**src/rtl/rtil_pkg.sv**
```systemverilog
package rtil_pkg;

	localparam int ENTRIES = 8;
	localparam int IDX_W = (ENTRIES > 1) ? $clog2(ENTRIES) : 1;
	localparam int CNT_W = $clog2(ENTRIES + 1);
	localparam int SLOT_W = 4;
	localparam int ADDR_W = 32;
	localparam int LINK_W = 8;
	localparam int LIFE_W = 4;

	localparam logic [LIFE_W-1:0] FRESH_LIFETIME = LIFE_W'(10);
	localparam logic [SLOT_W-1:0] SLOT_NONE = SLOT_W'(ENTRIES);

	typedef enum logic [1:0] {
		ACT_CLEAR  = 2'd0,
		ACT_INSERT = 2'd1,
		ACT_LOOKUP = 2'd2
	} action_t;

	typedef struct packed {
		action_t             action;
		logic [ADDR_W-1:0]   dest_addr;
		logic [ADDR_W-1:0]   next_hop_addr;
		logic [LINK_W-1:0]   link_id;
	} req_t;

	typedef struct packed {
		logic                ok;
		logic [SLOT_W-1:0]   slot_index;
	} rsp_t;

endpackage

```
**src/rtl/rtil_if.sv**
```systemverilog
interface rtil_req_if;
	logic          valid;
	logic          ready;
	rtil_pkg::req_t data;

	modport source (output valid, output data, input ready);
	modport sink (input valid, input data, output ready);
endinterface

interface rtil_rsp_if;
	logic          valid;
	logic          ready;
	rtil_pkg::rsp_t data;

	modport source (output valid, output data, input ready);
	modport sink (input valid, input data, output ready);
endinterface

```
**src/rtl/route_table_insert_lookup.sv**
```systemverilog
// The request is taken only while idle, then the scan visits one slot per cycle
// through a single shared destination comparator; the result is registered.
// Clear and unused codes finish in the first scan step; insert and lookup stop
// at the first free (insert) or matching (lookup) slot, or at the last slot.
// Reset: asynchronous, clears every lifetime (all slots free) and the sequencer;
// stored addresses and link bytes are undefined until written.
module route_table_insert_lookup (
	input  logic        clk,
	input  logic        arst_n,
	rtil_req_if.sink    req,
	rtil_rsp_if.source  rsp
);
	import rtil_pkg::*;

	typedef enum logic {
		S_IDLE,
		S_SCAN
	} state_t;

	state_t              state_q;
	logic [CNT_W-1:0]    cnt_q;
	logic [LIFE_W-1:0]   life_q [ENTRIES];
	logic                rsp_valid_q;
	rsp_t                rsp_q;

	action_t             act_q;
	logic [ADDR_W-1:0]   dest_q;
	logic [ADDR_W-1:0]   hop_q;
	logic [LINK_W-1:0]   link_q;

	logic [ADDR_W-1:0]   dest_mem [ENTRIES];
	logic [ADDR_W-1:0]   hop_mem [ENTRIES];
	logic [LINK_W-1:0]   link_mem [ENTRIES];

	logic [IDX_W-1:0]    idx;
	logic                last;
	logic                live;
	logic                hit;
	logic                out_free;
	logic                fin;
	logic                wr;
	logic                commit;
	rsp_t                res;

	assign idx = cnt_q[IDX_W-1:0];
	assign last = (cnt_q == CNT_W'(ENTRIES - 1));
	assign live = (life_q[idx] != '0);
	assign hit = live && (dest_mem[idx] == dest_q);
	assign out_free = !rsp_valid_q || rsp.ready;

	always_comb begin
		fin = 1'b0;
		wr = 1'b0;
		res.ok = 1'b0;
		res.slot_index = '0;
		case (act_q)
			ACT_CLEAR: begin
				fin = 1'b1;
				res.ok = 1'b1;
			end
			ACT_INSERT: begin
				if (!live) begin
					fin = 1'b1;
					wr = 1'b1;
					res.ok = 1'b1;
					res.slot_index = SLOT_W'(cnt_q);
				end else if (last) begin
					fin = 1'b1;
					res.slot_index = SLOT_NONE;
				end
			end
			ACT_LOOKUP: begin
				if (hit) begin
					fin = 1'b1;
					res.ok = 1'b1;
					res.slot_index = SLOT_W'(cnt_q);
				end else if (last) begin
					fin = 1'b1;
					res.slot_index = SLOT_NONE;
				end
			end
			default: begin
				fin = 1'b1;
			end
		endcase
	end

	assign commit = (state_q == S_SCAN) && fin && out_free;

	always_ff @(posedge clk or negedge arst_n) begin
		if (!arst_n) begin
			state_q <= S_IDLE;
			cnt_q <= '0;
			rsp_valid_q <= 1'b0;
			rsp_q <= '0;
			for (int i = 0; i < ENTRIES; i++) begin
				life_q[i] <= '0;
			end
		end else begin
			if (rsp_valid_q && rsp.ready && !commit) begin
				rsp_valid_q <= 1'b0;
			end
			case (state_q)
				S_IDLE: begin
					if (req.valid) begin
						cnt_q <= '0;
						state_q <= S_SCAN;
					end
				end
				S_SCAN: begin
					if (commit) begin
						rsp_valid_q <= 1'b1;
						rsp_q <= res;
						state_q <= S_IDLE;
						if (act_q == ACT_CLEAR) begin
							for (int i = 0; i < ENTRIES; i++) begin
								life_q[i] <= '0;
							end
						end
						if (wr) begin
							life_q[idx] <= FRESH_LIFETIME;
						end
					end else if (!fin) begin
						cnt_q <= cnt_q + CNT_W'(1);
					end
				end
				default: begin
					state_q <= S_IDLE;
				end
			endcase
		end
	end

	// hold the accepted request for the scan
	always_ff @(posedge clk) begin
		if (req.valid && req.ready) begin
			act_q <= req.data.action;
			dest_q <= req.data.dest_addr;
			hop_q <= req.data.next_hop_addr;
			link_q <= req.data.link_id;
		end
	end

	always_ff @(posedge clk) begin
		if (commit && wr) begin
			dest_mem[idx] <= dest_q;
			hop_mem[idx] <= hop_q;
			link_mem[idx] <= link_q;
		end
	end

	assign req.ready = (state_q == S_IDLE);
	assign rsp.valid = rsp_valid_q;
	assign rsp.data = rsp_q;

	a_accept_busy: assert property (@(posedge clk) disable iff (!arst_n)
		(req.valid && req.ready) |=> !req.ready)
		else $error("request transfer did not start a scan");

	a_cnt_range: assert property (@(posedge clk) disable iff (!arst_n)
		(state_q == S_SCAN) |-> (cnt_q < CNT_W'(ENTRIES)))
		else $error("scan counter ran past the last slot");

	a_insert_live: assert property (@(posedge clk) disable iff (!arst_n)
		(commit && wr) |=> (life_q[$past(idx)] == FRESH_LIFETIME) && rsp.valid
			&& rsp.data.ok)
		else $error("insert did not mark its slot live");

endmodule
```
**src/flat_wrapper.sv**
```systemverilog
// flat-port wrapper written by rule: the top's interface ports become plain ports
module route_table_insert_lookup_flat import rtil_pkg::*;
  (clk, arst_n, req_valid, req_data, req_ready, rsp_valid, rsp_data, rsp_ready);
  rtil_req_if req_i ();
  rtil_rsp_if rsp_i ();
  input  logic clk;
  input  logic arst_n;
  input wire logic [$bits(req_i.valid)-1:0] req_valid;
  input wire logic [$bits(req_i.data)-1:0] req_data;
  output wire logic [$bits(req_i.ready)-1:0] req_ready;
  output wire logic [$bits(rsp_i.valid)-1:0] rsp_valid;
  output wire logic [$bits(rsp_i.data)-1:0] rsp_data;
  input wire logic [$bits(rsp_i.ready)-1:0] rsp_ready;
  assign req_i.valid = req_valid;
  assign req_i.data = req_data;
  assign req_ready = req_i.ready;
  assign rsp_valid = rsp_i.valid;
  assign rsp_data = rsp_i.data;
  assign rsp_i.ready = rsp_ready;
  route_table_insert_lookup u_core (.clk(clk), .arst_n(arst_n), .req(req_i), .rsp(rsp_i));
endmodule
```
**config.mk**
```make
export PLATFORM = sky130hd
export DESIGN_NAME = route_table_insert_lookup_flat
export DESIGN_NICKNAME = d
export VERILOG_FILES = /design/src/rtl/rtil_pkg.sv /design/src/rtl/rtil_if.sv /design/src/rtl/route_table_insert_lookup.sv /design/src/flat_wrapper.sv
export SDC_FILE = /design/constraint.sdc
export NUM_CORES = 1
export LEC_CHECK = 0
export ABC_AREA = 1
export BUFFER_PORTS_ARGS = -buffer_cell sky130_fd_sc_hd__buf_2
export CAP_MARGIN = 25
export CORE_MARGIN = 2
export CORE_UTILIZATION = 55
export CTS_CLUSTER_DIAMETER = 50
export DETAILED_ROUTE_END_ITERATION = 12
export GPL_ROUTABILITY_DRIVEN = 0
export PLACE_DENSITY = 0.73
export SKIP_LAST_GASP = 1
export SLEW_MARGIN = 25
export SYNTH_ARGS = -nofsm -noshare
export SYNTH_HDL_FRONTEND = slang
export SYNTH_SLANG_ARGS = --single-unit
```
**constraint.sdc**
```tcl
create_clock -name clk -period 5.99 [get_ports clk]
set_input_delay 1.198 -clock clk [delete_from_list [all_inputs] [get_ports clk]]
set_output_delay 1.198 -clock clk [all_outputs]
set_load 0.05 [all_outputs]
```
## Word-level counts from Yosys, hierarchy flattened

Memory sizes are Yosys's and may differ from the RTL's.
Index checks and enable logic that the tools add are counted.

- Output and inout bits: 7
- Memory bits (writable): 256
- Flip-flop bits (word level): 77
- Memories kept: 1

Memories:

| memory | depth | width | rd ports | clocked after memory_dff | write ports | line | RTL |
|---|---|---|---|---|---|---|---|
| u_core.dest_mem | 8 | 32 | 1 | 0 | 1 | route_table_insert_lookup.sv:31 | `logic [ADDR_W-1:0] dest_mem [ENTRIES];` |

- Equality and inequality tests: 7
- Reductions and logical operators: 15
- Bitwise gates (word level): 5
- Muxes and demuxes: 33
- Order comparisons: 2
- Add/subtract/negate cells: 1

Operator list:

| cell | number |
|---|---|
| $mux 32 | 4 |
| $mux 4 | 9 |
| $eq 32x32->1 | 1 |
| $and 16x16->16 | 1 |
| $not 16->16 | 1 |
| $or 16x16->16 | 1 |
| $pmux 4 s2 | 2 |
| $mux 1 | 13 |
| $bmux 4 s3 | 1 |
| $demux 4 s3 | 1 |
| $logic_and 1x1->1 | 8 |
| $ne 2x2->1 const B | 3 |
| $add 4x1->4 const B | 1 |
| $eq 4x3->1 const B | 1 |
| $ge 4x4->1 const B | 1 |
| $lt 4x1->1 const B | 1 |
| $not 3->4 | 1 |
| $pmux 1 s2 | 2 |
| $reduce_bool 4->1 | 1 |
| $pmux 1 s3 | 1 |
| $reduce_and 3->1 | 1 |
| $eq 2x1->1 const B | 1 |
| $eq 2x2->1 const B | 1 |
| $logic_not 1->1 | 2 |
| other kinds (4) | 4 |

## Longest topological paths before layout

- Word-level depth: 15
- Gate-level depth with buffers: 21

## Least setup slack after synthesis

No wires, ideal clock.

- Path kind: register -> register
- From: register u_core.cnt_q[1]
- To: memory u_core.dest_mem[0][0], enable pin
- Period minus slack after synthesis: 3,878 ps
- Data required time: 5,574 ps
- Library setup time: 416 ps
- Arrival time: 3,462 ps
- Path slack: 2,112 ps
- Stages on the path, launching flop included: 19
- Cells stage by stage: dfrtp_1 buf_2 inv_1 buf_2 buf_4 nand2_1 nand2_1 nand2_1 nand2_1 nand2_1 a21oi_1 nand3_1 nor2_2 nand3_2 nand3_1 nand3_2 buf_2 buf_6 nor3_2

- Cells in the longest elaborated chain, start to end: 13

RTL lines:

| what | line | RTL |
|---|---|---|
| start, declared | route_table_insert_lookup.sv:21 | `logic [CNT_W-1:0] cnt_q;` |
| start signal, assigned | route_table_insert_lookup.sv:124 | `cnt_q <= cnt_q + CNT_W'(1);` |
| parallel branches: the longest is 13 deep, another holds $mem_v2 8x32 | -- |  |
| end, declared | route_table_insert_lookup.sv:31 |  |

Parallel ways; which one is timed is not known. The select of a mux whose other input is x is not followed.

## Worst setup path after layout

- From: register u_core.cnt_q[1]
- To: memory u_core.dest_mem[3][9], enable pin

Same word-level chain as after synthesis.

==> summary.txt <==
Run status
  – Status: complete, no violations

Floorplan
  – Die Wd: approximately 170 microns
  – Placeable Area: 25300 sq um
  – Die Span Y: 165 microns
  – Die ar.: ~27000 sq um
  – Initial core utilization: between 50 and 60%
  – Num rows: between 50 and 60
  – I/O Pins: 85

Timing
  – Final hold slack: 0.481 ns
  – Worst-Margin Slew: between 0.9 and 1 ns
  – Max Clk Rate: between 200 and 250 MHz
  – Setup Skew: between 0.015 and 0.02 ns
  – RSZ-0062 raised after global routing: no
  – Sum of negative setup slack: 0 ns
  – Max-slew headroom: between 30% and 40%
  – # setup viols final: 0
  – Crit share post-route: 79.2%
  – Minimum clock period: approximately 4.7 ns
  – Slew Viols, Final: 0
  – Final hold violation count: 0
  – Final setup margin: 1.24 ns

Place
  – Pre-CTS setup slack: between 1 and 1.5 ns
  – Post-DP HPWL: roughly 16000 microns
  – Dpl cell area: 14900 sq um
  – Port Buffer Count: 44

Route
  – Antenna viol nets, final: 0
  – DRC: 0
  – Routed WL per cell: approximately 16 microns
  – Mean number of vias per cell: ~5.2
  – Via count: slightly above 9000
  – Drt initial violations: about 820
  – First drt pass iteration count: 6
  – Total Wirelength: 29500 microns

Synth
  – Syn Std Cell Area: 14300 sq um
  – Synth top area cells: edfxtp_1 (61%), nand2_1 (14%), dfrtp_1 (7.5%)
  – Most frequent cell after synthesis: nand2_1
  – Largest area contributor in the netlist: edfxtp_1
  – Top FF cell, synth: edfxtp_1
  – Gate Count Post-Synth: about 1400
  – Synth unique cells: 33
  – Synth top area share: between 60% and 70%
  – Mean post-synth cell area: ~10 sq um
  – EDFF count, synth: 290
  – Commonest cells in the netlist: nand2_1 (519), edfxtp_1 (290), inv_1 (151)
  – Sequential fraction of the synthesis area: 68.5%
  – Synthesis Warnings: 0
  – Synth async-reset ratio: around an eighth
  – Yosys reg bits: between 300 and 400
  – Synthesized Nets: ~1500

Pwr
  – Clock Power Share: a little under a third
  – P_leak: roughly 6.9 nW
  – Sw Pwr: 2.46 mW
  – P_int: roughly 4.6 mW
  – Cell Pwr Density: 436 nW/um^2
  – Flop pwr share: 41.6%
  – Overall Power: around 7 mW
  – Peak VDD IR: roughly 0.0005 V
  – Combinational Power Share: roughly 28%
  – Net Sw Frac: a little over a third

CTS
  – CTS Buffer Depth: 3
  – Hold_buf cts: 0
  – Clk Tree Root Cell: clkbuf_16
  – CTS tree: done
  – Worst-Skew Late Latency: around 0.52 ns
  – Setup bufs post-CTS: 0
  – Clock Sinks: 333
  – Num CTS Buffers: 36
  – PostCTS Resize Cnt: 0
  – H-tree depth: 2
  – Clk slew on worst S/H paths: 0.06 ns

Worst setup path
  – R2r setup slk: roughly 1.2 ns
  – Startpoint Class: flop
  – CP startpoint: u_core.cnt_q[1]
  – Worst R2R End: u_core.dest_mem[3][9]
  – Cell count of the worst reg-to-reg path: 15
  – Reg2reg start: u_core.cnt_q[1]
  – CP endpoint: u_core.dest_mem[3][9]
  – Worst EP required: 6.13 ns
  – Critical path peak fanout: 41
  – Worst Path Arrival: 4.89 ns
  – Critical path class: flop to flop
  – Critical Path End Type: flop

Layout
  – Share of cells above drive strength 1: a little over 10%
  – P&R area growth vs syn: 12.7%
  – Final #Nets: 1520
  – Fillcell total: 1930
  – Finished Cell Area: about 16000 sq um
  – N_diodes: 0

GRT
  – Largest net degree at the start of global routing: 149
  – Total GRT Usage: 22.5%
  – Vias in the first global route: ~8900
  – Gr ovfl total: 0
  – First-pass GRT wire length: around 46000 microns
  – Initial antenna violation count: 0

Flow run
  – Max_cap viols: 0

Worst hold path
  – Hold Crit Class: flop to flop
[critical path, stage by stage (launching register included)]
cell,delay (ns)
dfrtp_1,0.87
nand2_2,0.36
inv_2,0.37
nand2_1,0.27
o21a_1,0.29
nand4_1,0.09
nand2_1,0.07
nor2_1,0.10
nand3_1,0.10
nor2_1,0.31
nand3_2,0.16
nand3_1,0.11
nand3_2,0.19
buf_4,0.35
nor3_4,0.16
buf_4,0.53
[metal layers]
metal / vias up / part of all wire [%] / track usage [%] / wire, microns
met2: 278 / 48 / 37.4 / 14100
met5: - / 0 / 0 / 0
met3: 75 / 6.3 / 3.45 / 1850
met1: 4349 / 43 / 30.2 / 12600
met4: 0 / 3.1 / 8.58 / 907
li1: 4620 / - / - / -
[through the flow]
step	utilization, %	std cells
6_report	63.5	1794
5_1_grt	63.5	1794
4_1_cts	63.5	1793
2_1_floorplan	-	1383
3_3_place_gp	59.0	1728
3_5_place_dp	59.0	1728
[layout make-up]
cell class / count / area, sq um / share of cell area (%)
sequential: 333 / 9790 / 60.8
tap: 330 / 413 / 2.57
inverter: 155 / 583 / 3.62
timing repair buffer: 72 / 478 / 2.97
clock inverter: 21 / 148 / 0.918
multi-input combinational: 839 / 3700 / 23.0
clock buffer: 44 / 983 / 6.11
[how the worst min path moves through the flow]
stage | cells past startpoint | endpoint | from
floorplan | 1 | u_core.life_q[20] | u_core.life_q[20]
global placement | 2 | u_core.rsp.data[4] | u_core.rsp.data[4]
detailed placement | 2 | u_core.rsp.data[3] | u_core.rsp.data[3]
CTS | 2 | u_core.rsp.data[3] | u_core.rsp.data[3]
global route | 1 | u_core.life_q[14] | u_core.life_q[14]
finish | 2 | u_core.rsp.data[3] | u_core.rsp.data[3]
[cell families (layout without fill, tap and decap cells)]
logic type / count (synthesis) / in the layout / synth area share [%]
adder cells (fa/ha/maj): 5 / 5 / 0.438
XOR/XNOR: 7 / 7 / 0.429
AND/OR/NAND/NOR: 719 / 719 / 20.5
flip-flops: 333 / 333 / 68.5
AO/OA/AOI/OAI: 108 / 108 / 4.19
buffers and inverters: 211 / 292 / 5.93
[power groups by stage]
stage	Sequential [mW]	Combinational (mW)	Clock (mW)
2_1_floorplan	2.93	1.43	0
3_3_place_gp	2.95	1.95	0
3_5_place_dp	2.96	1.99	0
4_1_cts	2.92	2.01	2.14
5_1_grt	2.94	2.26	2.24
6_report	2.92	1.99	2.10
[state kept, by name, summed over array words and instances (netlist names)]
| name | flops |
|---|---|
| u_core.dest_mem | 256 |
| u_core.life_q | 32 |
| u_core.rsp.valid | 1 |
| u_core.rsp.data | 5 |
| u_core.cnt_q | 4 |
| u_core.state_q | 1 |
| u_core.dest_q | 32 |
| u_core.act_q | 2 |
[cell usage in the layout, fill, tap and decap left out, types with 7 or more instances in the layout]
| cell | instances |
|---|---|
| clkinv_2 | 7 |
| dfrtp_1 | 42 |
| clkbuf_16 | 38 |
| inv_1 | 150 |
| clkinv_1 | 9 |
| o21ai_1 | 37 |
| nor3_4 | 8 |
| o21ai_0 | 31 |
| nor2_1 | 83 |
| a21oi_1 | 17 |
| buf_2 | 43 |
| o21a_1 | 17 |
| edfxtp_1 | 290 |
| nand2_1 | 519 |
| nand3_1 | 83 |
| buf_4 | 25 |
No activity file was read; power rests on OpenSTA's default activity.
